## config.mk

```make
export PLATFORM = sky130hd
export DESIGN_NAME = lru_page_replacement
export DESIGN_NICKNAME = d
export VERILOG_FILES = /design/src/sv/lru_pkg.sv /design/src/sv/lru_ctrl.sv /design/src/sv/lru_dpath.sv /design/src/sv/lru_page_replacement.sv
export SDC_FILE = /design/constraint.sdc
export NUM_CORES = 1
export LEC_CHECK = 0
export CAP_MARGIN = 25
export CORE_ASPECT_RATIO = 0.5
export CORE_UTILIZATION = 56
export CTS_BUF_LIST = sky130_fd_sc_hd__clkbuf_2 sky130_fd_sc_hd__clkbuf_4 sky130_fd_sc_hd__clkbuf_8
export DETAILED_ROUTE_END_ITERATION = 8
export DONT_BUFFER_PORTS = 1
export HOLD_SLACK_MARGIN = 0.08
export PLACE_DENSITY = 0.71
export SLEW_MARGIN = 5
export SYNTH_ARGS = -nofsm -noshare
export SYNTH_HDL_FRONTEND = slang
export SYNTH_HIERARCHICAL = 1
export SYNTH_SLANG_ARGS = --single-unit
```

## constraint.sdc

```tcl
create_clock -name clk -period 5.3 [get_ports clk]
set_clock_uncertainty 0.15 [all_clocks]
set_input_delay 0.795 -clock clk [delete_from_list [all_inputs] [get_ports clk]]
set_output_delay 0.795 -clock clk [all_outputs]
set_load 0.03 [all_outputs]
```

## src/sv/lru_pkg.sv

```systemverilog
// Package with shared constants and control/status types for the LRU page tracker.
package lru_pkg;

  // Default build sizes.
  localparam int MAX_FRAMES_DEF = 16;
  localparam int PAGE_BITS_DEF  = 16;

  // Fixed field widths of the stream words.
  localparam int PAGE_W  = 16;
  localparam int FAULT_W = 16;
  localparam int OCC_W   = 5;
  localparam int NF_W    = 5;

  // Reset value of the frame-count register.
  localparam logic [NF_W-1:0] NUM_FRAMES_RST = 5'd4;

  // Saturation value of the fault counter.
  localparam logic [FAULT_W-1:0] FAULT_MAX = 16'hFFFF;

  // Commands from the controller to the datapath.
  typedef struct packed {
    logic load;     // capture the input word
    logic compare;  // register the match vector
    logic update;   // apply the recency update and write the result word
  } ctrl_cmd_t;

  // Status from the datapath to the controller.
  typedef struct packed {
    logic out_full;  // result register holds a word not yet taken
  } dp_stat_t;

endpackage

```

## src/sv/lru_ctrl.sv

```systemverilog
// Controller state machine that sequences capture, compare and update of each request.
module lru_ctrl (
  input  logic               clk,
  input  logic               rst_n,
  input  logic               in_tvalid,
  output logic               in_tready,
  input  logic               out_tready,
  input  lru_pkg::dp_stat_t  stat,
  output lru_pkg::ctrl_cmd_t cmd
);

  localparam logic [1:0] S_IDLE = 2'd0;
  localparam logic [1:0] S_CMP  = 2'd1;
  localparam logic [1:0] S_UPD  = 2'd2;

  logic [1:0] state_r;
  logic [1:0] state_nxt;
  logic       upd_go;

  // The update may only run when the result register is free or being drained.
  assign upd_go = (state_r == S_UPD) && (!stat.out_full || out_tready);

  assign in_tready   = (state_r == S_IDLE);
  assign cmd.load    = in_tvalid && (state_r == S_IDLE);
  assign cmd.compare = (state_r == S_CMP);
  assign cmd.update  = upd_go;

  // Next-state logic.
  always_comb begin
    state_nxt = state_r;
    case (state_r)
      S_IDLE: begin
        if (in_tvalid) begin
          state_nxt = S_CMP;
        end
      end
      S_CMP: begin
        state_nxt = S_UPD;
      end
      S_UPD: begin
        if (upd_go) begin
          state_nxt = S_IDLE;
        end
      end
      default: begin
        state_nxt = S_IDLE;
      end
    endcase
  end

  always_ff @(posedge clk) begin
    if (!rst_n) begin
      state_r <= S_IDLE;
    end else begin
      state_r <= state_nxt;
    end
  end

endmodule

```

## src/sv/lru_dpath.sv

```systemverilog
// Datapath holding the recency list, fault counter, frame-count register and result word.
module lru_dpath #(
  parameter int MAX_FRAMES = lru_pkg::MAX_FRAMES_DEF,
  parameter int PAGE_BITS  = lru_pkg::PAGE_BITS_DEF
) (
  input  logic                         clk,
  input  logic                         rst_n,
  input  lru_pkg::ctrl_cmd_t           cmd,
  output lru_pkg::dp_stat_t            stat,
  input  logic [lru_pkg::PAGE_W-1:0]   in_page,
  input  logic                         in_eos,
  input  logic                         cfg_we,
  input  logic [lru_pkg::NF_W-1:0]     cfg_wdata,
  input  logic                         out_ready,
  output logic                         out_valid,
  output logic                         out_hit,
  output logic                         out_ev_valid,
  output logic [lru_pkg::PAGE_W-1:0]   out_ev_page,
  output logic [lru_pkg::FAULT_W-1:0]  out_fault,
  output logic [lru_pkg::OCC_W-1:0]    out_occ
);

  localparam int CW = $clog2(MAX_FRAMES + 1);
  localparam int LW = (CW > lru_pkg::NF_W) ? CW : lru_pkg::NF_W;

  // Recency list, slot 0 least recently used.
  logic [PAGE_BITS-1:0] list_r [MAX_FRAMES];
  // Value each slot takes when the list shifts down by one.
  logic [PAGE_BITS-1:0] list_up [MAX_FRAMES];

  logic [PAGE_BITS-1:0]          page_r;
  logic                          eos_r;
  logic [MAX_FRAMES-1:0]         match_r;
  logic [CW-1:0]                 count_r;
  logic [CW-1:0]                 count_nxt;
  logic [lru_pkg::FAULT_W-1:0]   fault_r;
  logic [lru_pkg::FAULT_W-1:0]   fault_nxt;
  logic [lru_pkg::NF_W-1:0]      nf_r;

  logic                          out_valid_r;
  logic                          out_hit_r;
  logic                          out_ev_valid_r;
  logic [lru_pkg::PAGE_W-1:0]    out_ev_page_r;
  logic [lru_pkg::FAULT_W-1:0]   out_fault_r;
  logic [lru_pkg::OCC_W-1:0]     out_occ_r;

  logic [LW-1:0]         nf_ext;
  logic [LW-1:0]         limit;
  logic                  hit;
  logic                  full;
  logic                  do_shift;
  logic [CW-1:0]         tail;
  logic [MAX_FRAMES-1:0] shift_mask;

  // Effective frame limit, clamped to 1..MAX_FRAMES.
  always_comb begin
    nf_ext = LW'(nf_r);
    if (nf_ext == '0) begin
      limit = LW'(1);
    end else if (nf_ext > LW'(MAX_FRAMES)) begin
      limit = LW'(MAX_FRAMES);
    end else begin
      limit = nf_ext;
    end
  end

  // Resident pages are distinct, so the match vector is one-hot or empty.
  assign hit      = |match_r;
  assign full     = (LW'(count_r) >= limit);
  assign do_shift = hit || full;
  assign tail     = do_shift ? (count_r - CW'(1)) : count_r;
  // Slots at and above the hit position move down; an eviction shifts from slot 0.
  assign shift_mask = hit ? ~(match_r - MAX_FRAMES'(1)) : '1;

  // Next occupancy and fault count as reported with this request.
  always_comb begin
    count_nxt = count_r;
    fault_nxt = fault_r;
    if (!hit) begin
      if (fault_r != lru_pkg::FAULT_MAX) begin
        fault_nxt = fault_r + lru_pkg::FAULT_W'(1);
      end
      if (!full) begin
        count_nxt = count_r + CW'(1);
      end
    end
  end

  // Capture the request word.
  always_ff @(posedge clk) begin
    if (cmd.load) begin
      page_r <= PAGE_BITS'(in_page);
      eos_r  <= in_eos;
    end
  end

  // Shift source for each slot; the top slot never shifts.
  always_comb begin
    for (int k = 0; k < MAX_FRAMES - 1; k++) begin
      list_up[k] = list_r[k+1];
    end
    list_up[MAX_FRAMES-1] = page_r;
  end

  // Compare the request against every resident slot.
  always_ff @(posedge clk) begin
    if (cmd.compare) begin
      for (int k = 0; k < MAX_FRAMES; k++) begin
        match_r[k] <= (list_r[k] == page_r) && (CW'(k) < count_r);
      end
    end
  end

  // List update: shift the affected slots down and place the page at the tail.
  always_ff @(posedge clk) begin
    if (cmd.update) begin
      for (int k = 0; k < MAX_FRAMES; k++) begin
        if (CW'(k) == tail) begin
          list_r[k] <= page_r;
        end else if (do_shift && shift_mask[k] && (CW'(k) < tail)) begin
          list_r[k] <= list_up[k];
        end
      end
    end
  end

  // Occupancy, fault count and frame-count register.
  always_ff @(posedge clk) begin
    if (!rst_n) begin
      count_r <= '0;
      fault_r <= '0;
      nf_r    <= lru_pkg::NUM_FRAMES_RST;
    end else begin
      if (cfg_we) begin
        nf_r <= cfg_wdata;
      end
      if (cmd.update) begin
        if (eos_r) begin
          count_r <= '0;
          fault_r <= '0;
        end else begin
          count_r <= count_nxt;
          fault_r <= fault_nxt;
        end
      end
    end
  end

  // Result word register.
  always_ff @(posedge clk) begin
    if (!rst_n) begin
      out_valid_r <= 1'b0;
    end else if (cmd.update) begin
      out_valid_r <= 1'b1;
    end else if (out_ready) begin
      out_valid_r <= 1'b0;
    end
  end

  always_ff @(posedge clk) begin
    if (cmd.update) begin
      out_hit_r      <= hit;
      out_ev_valid_r <= !hit && full;
      out_ev_page_r  <= (!hit && full) ? lru_pkg::PAGE_W'(list_r[0]) : '0;
      out_fault_r    <= fault_nxt;
      out_occ_r      <= lru_pkg::OCC_W'(count_nxt);
    end
  end

  assign stat.out_full = out_valid_r;
  assign out_valid     = out_valid_r;
  assign out_hit       = out_hit_r;
  assign out_ev_valid  = out_ev_valid_r;
  assign out_ev_page   = out_ev_page_r;
  assign out_fault     = out_fault_r;
  assign out_occ       = out_occ_r;

endmodule

```

## src/sv/lru_page_replacement.sv

```systemverilog
// Top level of the LRU page replacement tracker.
//
//  Channel  Direction  Ports                        Word
//  in_      slave      tvalid tready tdata tlast    page request, tlast ends the sequence
//  out_     master     tvalid tready tdata tuser    hit, eviction, fault count, occupancy
//  cfg_     write      we wdata                     number of frames in use
//
// Each request runs through capture, a registered compare against all
// slots, then the list update that also loads the result register.
// The next request is taken once the update has run; a waiting result word
// holds the update step, and with it the input, until the receiver takes it.
// Reset clears the list occupancy, the fault count and the result valid, and
// sets the frame count to four. The list storage itself is not cleared.
module lru_page_replacement #(
  parameter int MAX_FRAMES = lru_pkg::MAX_FRAMES_DEF,
  parameter int PAGE_BITS  = lru_pkg::PAGE_BITS_DEF
) (
  input  logic        clk,
  input  logic        rst_n,
  input  logic        in_tvalid,
  output logic        in_tready,
  input  logic [15:0] in_tdata,   // [15:0] page
  input  logic        in_tlast,   // end_of_sequence
  output logic        out_tvalid,
  input  logic        out_tready,
  output logic [39:0] out_tdata,  // [15:0] evicted_page, [31:16] fault_count, [36:32] occupancy
  output logic [1:0]  out_tuser,  // [0] hit, [1] evicted_valid
  input  logic        cfg_we,
  input  logic [4:0]  cfg_wdata   // num_frames
);

  lru_pkg::ctrl_cmd_t cmd;
  lru_pkg::dp_stat_t  stat;

  logic                        hit;
  logic                        ev_valid;
  logic [lru_pkg::PAGE_W-1:0]  ev_page;
  logic [lru_pkg::FAULT_W-1:0] fault;
  logic [lru_pkg::OCC_W-1:0]   occ;

  lru_ctrl u_ctrl (
    .clk        (clk),
    .rst_n      (rst_n),
    .in_tvalid  (in_tvalid),
    .in_tready  (in_tready),
    .out_tready (out_tready),
    .stat       (stat),
    .cmd        (cmd)
  );

  lru_dpath #(
    .MAX_FRAMES (MAX_FRAMES),
    .PAGE_BITS  (PAGE_BITS)
  ) u_dpath (
    .clk          (clk),
    .rst_n        (rst_n),
    .cmd          (cmd),
    .stat         (stat),
    .in_page      (in_tdata),
    .in_eos       (in_tlast),
    .cfg_we       (cfg_we),
    .cfg_wdata    (cfg_wdata),
    .out_ready    (out_tready),
    .out_valid    (out_tvalid),
    .out_hit      (hit),
    .out_ev_valid (ev_valid),
    .out_ev_page  (ev_page),
    .out_fault    (fault),
    .out_occ      (occ)
  );

  // Pack the result word.
  assign out_tdata = {3'b000, occ, fault, ev_page};
  assign out_tuser = {ev_valid, hit};

endmodule

```

# After elaboration in Yosys (flattened, before gate mapping)
# Memory sizes are Yosys's and may differ from the RTL's.
# Cells that the tools add are included.
[word_totals]
regBits = 101
ram_bits = 256
input_bits = 27
output_inout_bits = 44
mem_count = 1
[memory_table]
columns = ["memory", "depth", "width", "read_ports", "rd_clocked_by_memory_dff", "write_ports", "line_no", "text"]
rows = [
  ["u_dpath.list_r", 16, 16, 16, 0, 16, "lru_dpath.sv:27", "logic [PAGE_BITS-1:0] list_r [MAX_FRAMES];"],
]
[classes]
n_addsub = 4
magnitude_cmp = 34
n_eq_ne = 36
mux = 143
bitwise = 17
n_reduce_logical = 61
[op_table]
columns = ["operator", "count"]
rows = [
  ["$mux W16", 20],
  ["$eq A16 B16 Y1", 16],
  ["$mux W1", 114],
  ["$lt A4 B5 Y1 const A", 16],
  ["$logic_and A1 B1 Y1", 51],
  ["$eq A4 B5 Y1 const A", 8],
  ["$lt A3 B5 Y1 const A", 8],
  ["$mux W5", 6],
  ["$eq A3 B5 Y1 const A", 4],
  ["$lt A1 B5 Y1 const A", 4],
  ["$lt A2 B5 Y1 const A", 4],
  ["$add A16 B1 Y16 const B", 1],
  ["$ne A16 B16 Y1 const B", 1],
  ["$not A16 Y16", 1],
  ["$or A1 B1 Y1", 16],
  ["$reduce_or A16 Y1", 1],
  ["$sub A16 B1 Y16 const B", 1],
  ["$eq A2 B5 Y1 const A", 2],
  ["$logic_not A5 Y1", 2],
  ["$pmux W2 S3", 1],
  ["$add A5 B1 Y5 const B", 1],
  ["$eq A1 B5 Y1 const A", 1],
  ["$ge A5 B5 Y1", 1],
  ["$gt A5 B5 Y1 const B", 1],
  ["other kinds (11)", 14],
]

# Longest topological paths before layout
[depth]
word_depth = 13
depth_mapped = 15
ltp_nobuf = 11

# By module
# The synthesis kept the hierarchy.
[modules_own_cells]
columns = ["mod", "instances", "cells_each", "area_each_um2", "seq_area_each_um2"]
rows = [
  ["lru_dpath", 1, 1423, 18839.3, 10390.0],
  ["lru_ctrl", 1, 11, 111.4, 40.0],
  ["lru_page_replacement", 1, 6, 41.3, 0.0],
]

# Worst setup path before layout
# No wires, ideal clock.
[synth_timing]
path_kind = "register -> register"
from = "reg u_dpath.match_r[2]"
to = "mem u_dpath/list_r[1][16] (netlist bit) (enable)"
setup_ns = 0.411
t_arrival_ns = 3.642
required_time_ns = 4.739
slack_ns = 1.097
stages_incl_launch_ff = 10
path_buffers = 2
path_cell_list = "edfxtp_1 or4_1 buf_2 nor4_4 o2111ai_4 clkbuf_1 nor2_1 a21oi_1 or3_1 o21ai_0"
[synth_lines]
columns = ["item", "line_no", "text"]
rows = [
  ["from (decl)", "lru_dpath.sv:33", "logic [MAX_FRAMES-1:0] match_r;"],
  ["from (signal, indexed assignment)", "lru_dpath.sv:109", "match_r[k] <= (list_r[k] == page_r) && (CW'(k) < count_r);"],
  ["to (decl)", "lru_dpath.sv:27", ""],
]

==> key figures <==
Yosys
  – Cell count after synthesis: 1,440
  – Area leader, netlist: edfxtp_1
  – FF+latch count, synth: 357
  – Top cells by area, synth: edfxtp_1, mux2_2, xor2_1, xnor2_1, dfxtp_1
  – Unique masters post-synth: 71
  – Ys Warns: 6
  – Ys flop type: edfxtp_1
  – Most instantiated library cell after synthesis: edfxtp_1
  – Top post-synthesis cells by count: edfxtp_1, mux2_2, xor2_1, xnor2_1, clkbuf_1
  – Share of flip-flops with an asynchronous set or reset: 0
  – Synthesized area: 0.01899 mm^2
  – Synth Area per Inst: 13.19 um^2
  – Post-synth top area share: 0.5186
  – Seq/Total Area, Yosys: 0.5492
  – Post-synth EDFFs: 328

STA
  – Period minus WS final: 4542 ps
  – RSZ-0062 raised after global routing: false
  – Period utilisation layout: 0.8570
  – Max transition margin: 0.2678
  – Fin Setup TNS: 0 ps
  – Final setup margin: between 700 and 800 ps
  – Slew @ Worst Pin: 1098 ps
  – Fmax: about 220 MHz
  – Final setup viols: 0
  – Hold Vio Cnt, Final: 0
  – Final slew viol count: 0

Run status
  – Status: completed

Placement
  – Post-DP HPWL: 29,400 um
  – Pre-CTS setup slack: 874.2 ps
  – Gpl congestion: 0.9133
  – IO Port Bufs: 0

Die
  – Die X: 262.4 um
  – Starting density of the core: 0.5716
  – Die area: 0.03470 mm^2
  – Std-Cell Core Area: 0.03323 mm^2
  – I/O pins: 71
  – Die Height: ~130 um
  – Num rows: 47

Critical path
  – Reg2reg end: u_dpath/list_r[0][14]
  – Critical path endpoint: u_dpath/list_r[0][14]
  – Crit. End Element: flip-flop
  – CP Launch Type: flip-flop
  – Crit Reg-Reg Startpoint: u_dpath/count_r[2]
  – R2R depth: 8
  – WP data required: between 5000 and 6000 ps
  – Crit path launch: u_dpath/count_r[2]
  – Critical path data arrival time: 4740 ps
  – Worst R2R Setup Slack: between 700 and 800 ps
  – Crit path max fanout: 23
  – CP Class: flip-flop to flip-flop

Flow run
  – Max-Cap Viols: 0

Detailed routing
  – Vias: 11,460
  – DRC viols: 0
  – Avg WL per Cell: 22.43 um
  – Final wirelength: around 43,000 um
  – First-pass detailed-route iteration total: 5
  – Vias per cell: between 6 and 7
  – 1st-iter DRT viols: 1,104
  – Routed Antenna Nets: 0

CTS
  – Clk_lat worst skew: 600 ps
  – Clock root cell: clkbuf_8
  – Setup Fix Bufs, Post-CTS: 0
  – CTS tree: yes
  – Worst-case clock buffer depth: 3
  – Hold_buf cts: 1
  – Clk sinks: 357
  – Post-CTS sizing: 0
  – H-tree depth: 2
  – CTS Buf Count: between 50 and 60
  – Worst-path clk slew: 70 ps

Pwr
  – Worst IR Drop VDD: 0.1631 mV
  – PD cells: 287.2 mW/mm^2
  – Static leakage: 6.788 nW

Cells and area
  – Antenna diodes: 0
  – Syn-to-layout area delta: 7.286%
  – Layout cells sized above 1: 0.2696
  – # nets final: 1,461

GRT
  – Vias in the first global route: 11,620
  – Global-route wire length before repair: about 67,000 um
  – GRT Util Overall: 0.2500
  – Gr ovfl total: 0
  – Initial antenna violation count: 0
  – Pin count of the biggest net entering global routing: 51

Hold path
  – Hold Crit Class: input port to flip-flop
==> worst max-delay path, stage by stage, from the launching register on <==
cell      delay (ps)
dfxtp_1          790
ha_1             360
a21o_1           180
a31oi_1          340
o2111a_1         690
nor3_1           220
or2_1            340
a221oi_4         790
mux2_2           420
==> sequential cells by signal, summed over array words and instances (netlist names), 5 cells and up <==
name	count
u_dpath/list_r	256
u_dpath/fault_r	16
u_dpath/match_r	16
u_dpath/out_ev_page	16
u_dpath/out_fault	16
u_dpath/page_r	16
u_dpath/count_r	5
u_dpath/nf_ext	5
u_dpath/out_occ	5
==> worst min path at each step <==
stage / endpoint / cells after the start / startpoint / slack, ps
2_1_floorplan: u_dpath/list_r[1][112] / 0 / u_dpath/page_r[0] / 270
3_3_place_gp: u_dpath/nf_ext[2] / 2 / u_dpath/nf_ext[2] / 340
3_5_place_dp: u_dpath/nf_ext[2] / 2 / u_dpath/nf_ext[2] / 360
4_1_cts: u_dpath/page_r[9] / 0 / in_tdata[9] / 100
5_1_grt: u_dpath/page_r[9] / 0 / in_tdata[9] / 100
6_report: u_dpath/page_r[9] / 0 / in_tdata[9] / 140
==> cells in the final DEF (no fill, tap or decap), drive strengths merged, types with 7 or more instances in the layout <==
master,instances
edfxtp,328
mux2,242
xor2,198
xnor2,84
clkbuf,78
nor4,53
buf,47
nand2,40
o21ai,33
nor2,32
dfxtp,29
nand3,28
nor3,24
nand4,23
a21oi,22
and2,21
clkinv,15
nor2b,13
or3,13
a21boi,13
inv,12
ha,10
mux2i,10
o21bai,9
a211oi,9
and3,8
nand2b,7
a31oi,7
==> report_power, final <==
group          total [W]  internal [W]  switching [W]
sequential       0.00322       0.00315      0.0000698
combinational   0.000465      0.000212       0.000253
clock            0.00217       0.00110        0.00107
total            0.00585       0.00446        0.00139
==> cell type report <==
cell class / count / area [um^2]
flip-flops and latches: 357 / 10430
clock inverters: 16 / 72.57
multi-input cells: 954 / 7996
clock buffers: 78 / 917.1
inverters: 12 / 45.04
well taps: 441 / 551.8
fillers: 2510 / 12850
repair buffers: 48 / 362.8
==> kinds of logic (layout without fill, tap and decap cells) <==
family	count (synthesis)	in the layout	share of synthesized area
flip-flops	357	357	0.5492
XOR/XNOR	282	282	0.1300
AND/OR/NAND/NOR	281	281	0.08255
multiplexers	252	252	0.1512
buffers and inverters	131	154	0.03044
AO/OA/AOI/OAI	126	126	0.04980
adder cells (fa/ha/maj)	10	10	0.006588
other	1	3	0.0001975
==> routing by layer <==
| layer | GRT usage | wire length (um) | vias up |
|---|---|---|---|
| met5 | 0 | 0 | - |
| met4 | 0.07353 | 1071 | 0 |
| met3 | 0.04520 | 2770 | 85 |
| met2 | 0.3979 | 19570 | 385 |
| met1 | 0.3522 | 19340 | 5714 |
| li1 | - | - | 5278 |
==> metrics by stage <==
stage / power [W] / utilization / std cells / cell area [um^2] / hold slack [ps]
after floorplan: 0.003624 / - / 1442 / 19000 / 274.4
after detailed placement: 0.003736 / 0.5829 / 1810 / 19370 / 363.4
final: 0.005853 / 0.6133 / 1906 / 20380 / 141.9
after global placement: 0.003723 / 0.5829 / 1810 / 19370 / 339.8
after global routing: 0.006061 / 0.6133 / 1906 / 20380 / 104.0
after CTS: 0.005897 / 0.6130 / 1905 / 20370 / 104.8
Note: power is estimated with default switching activity, not from simulation.
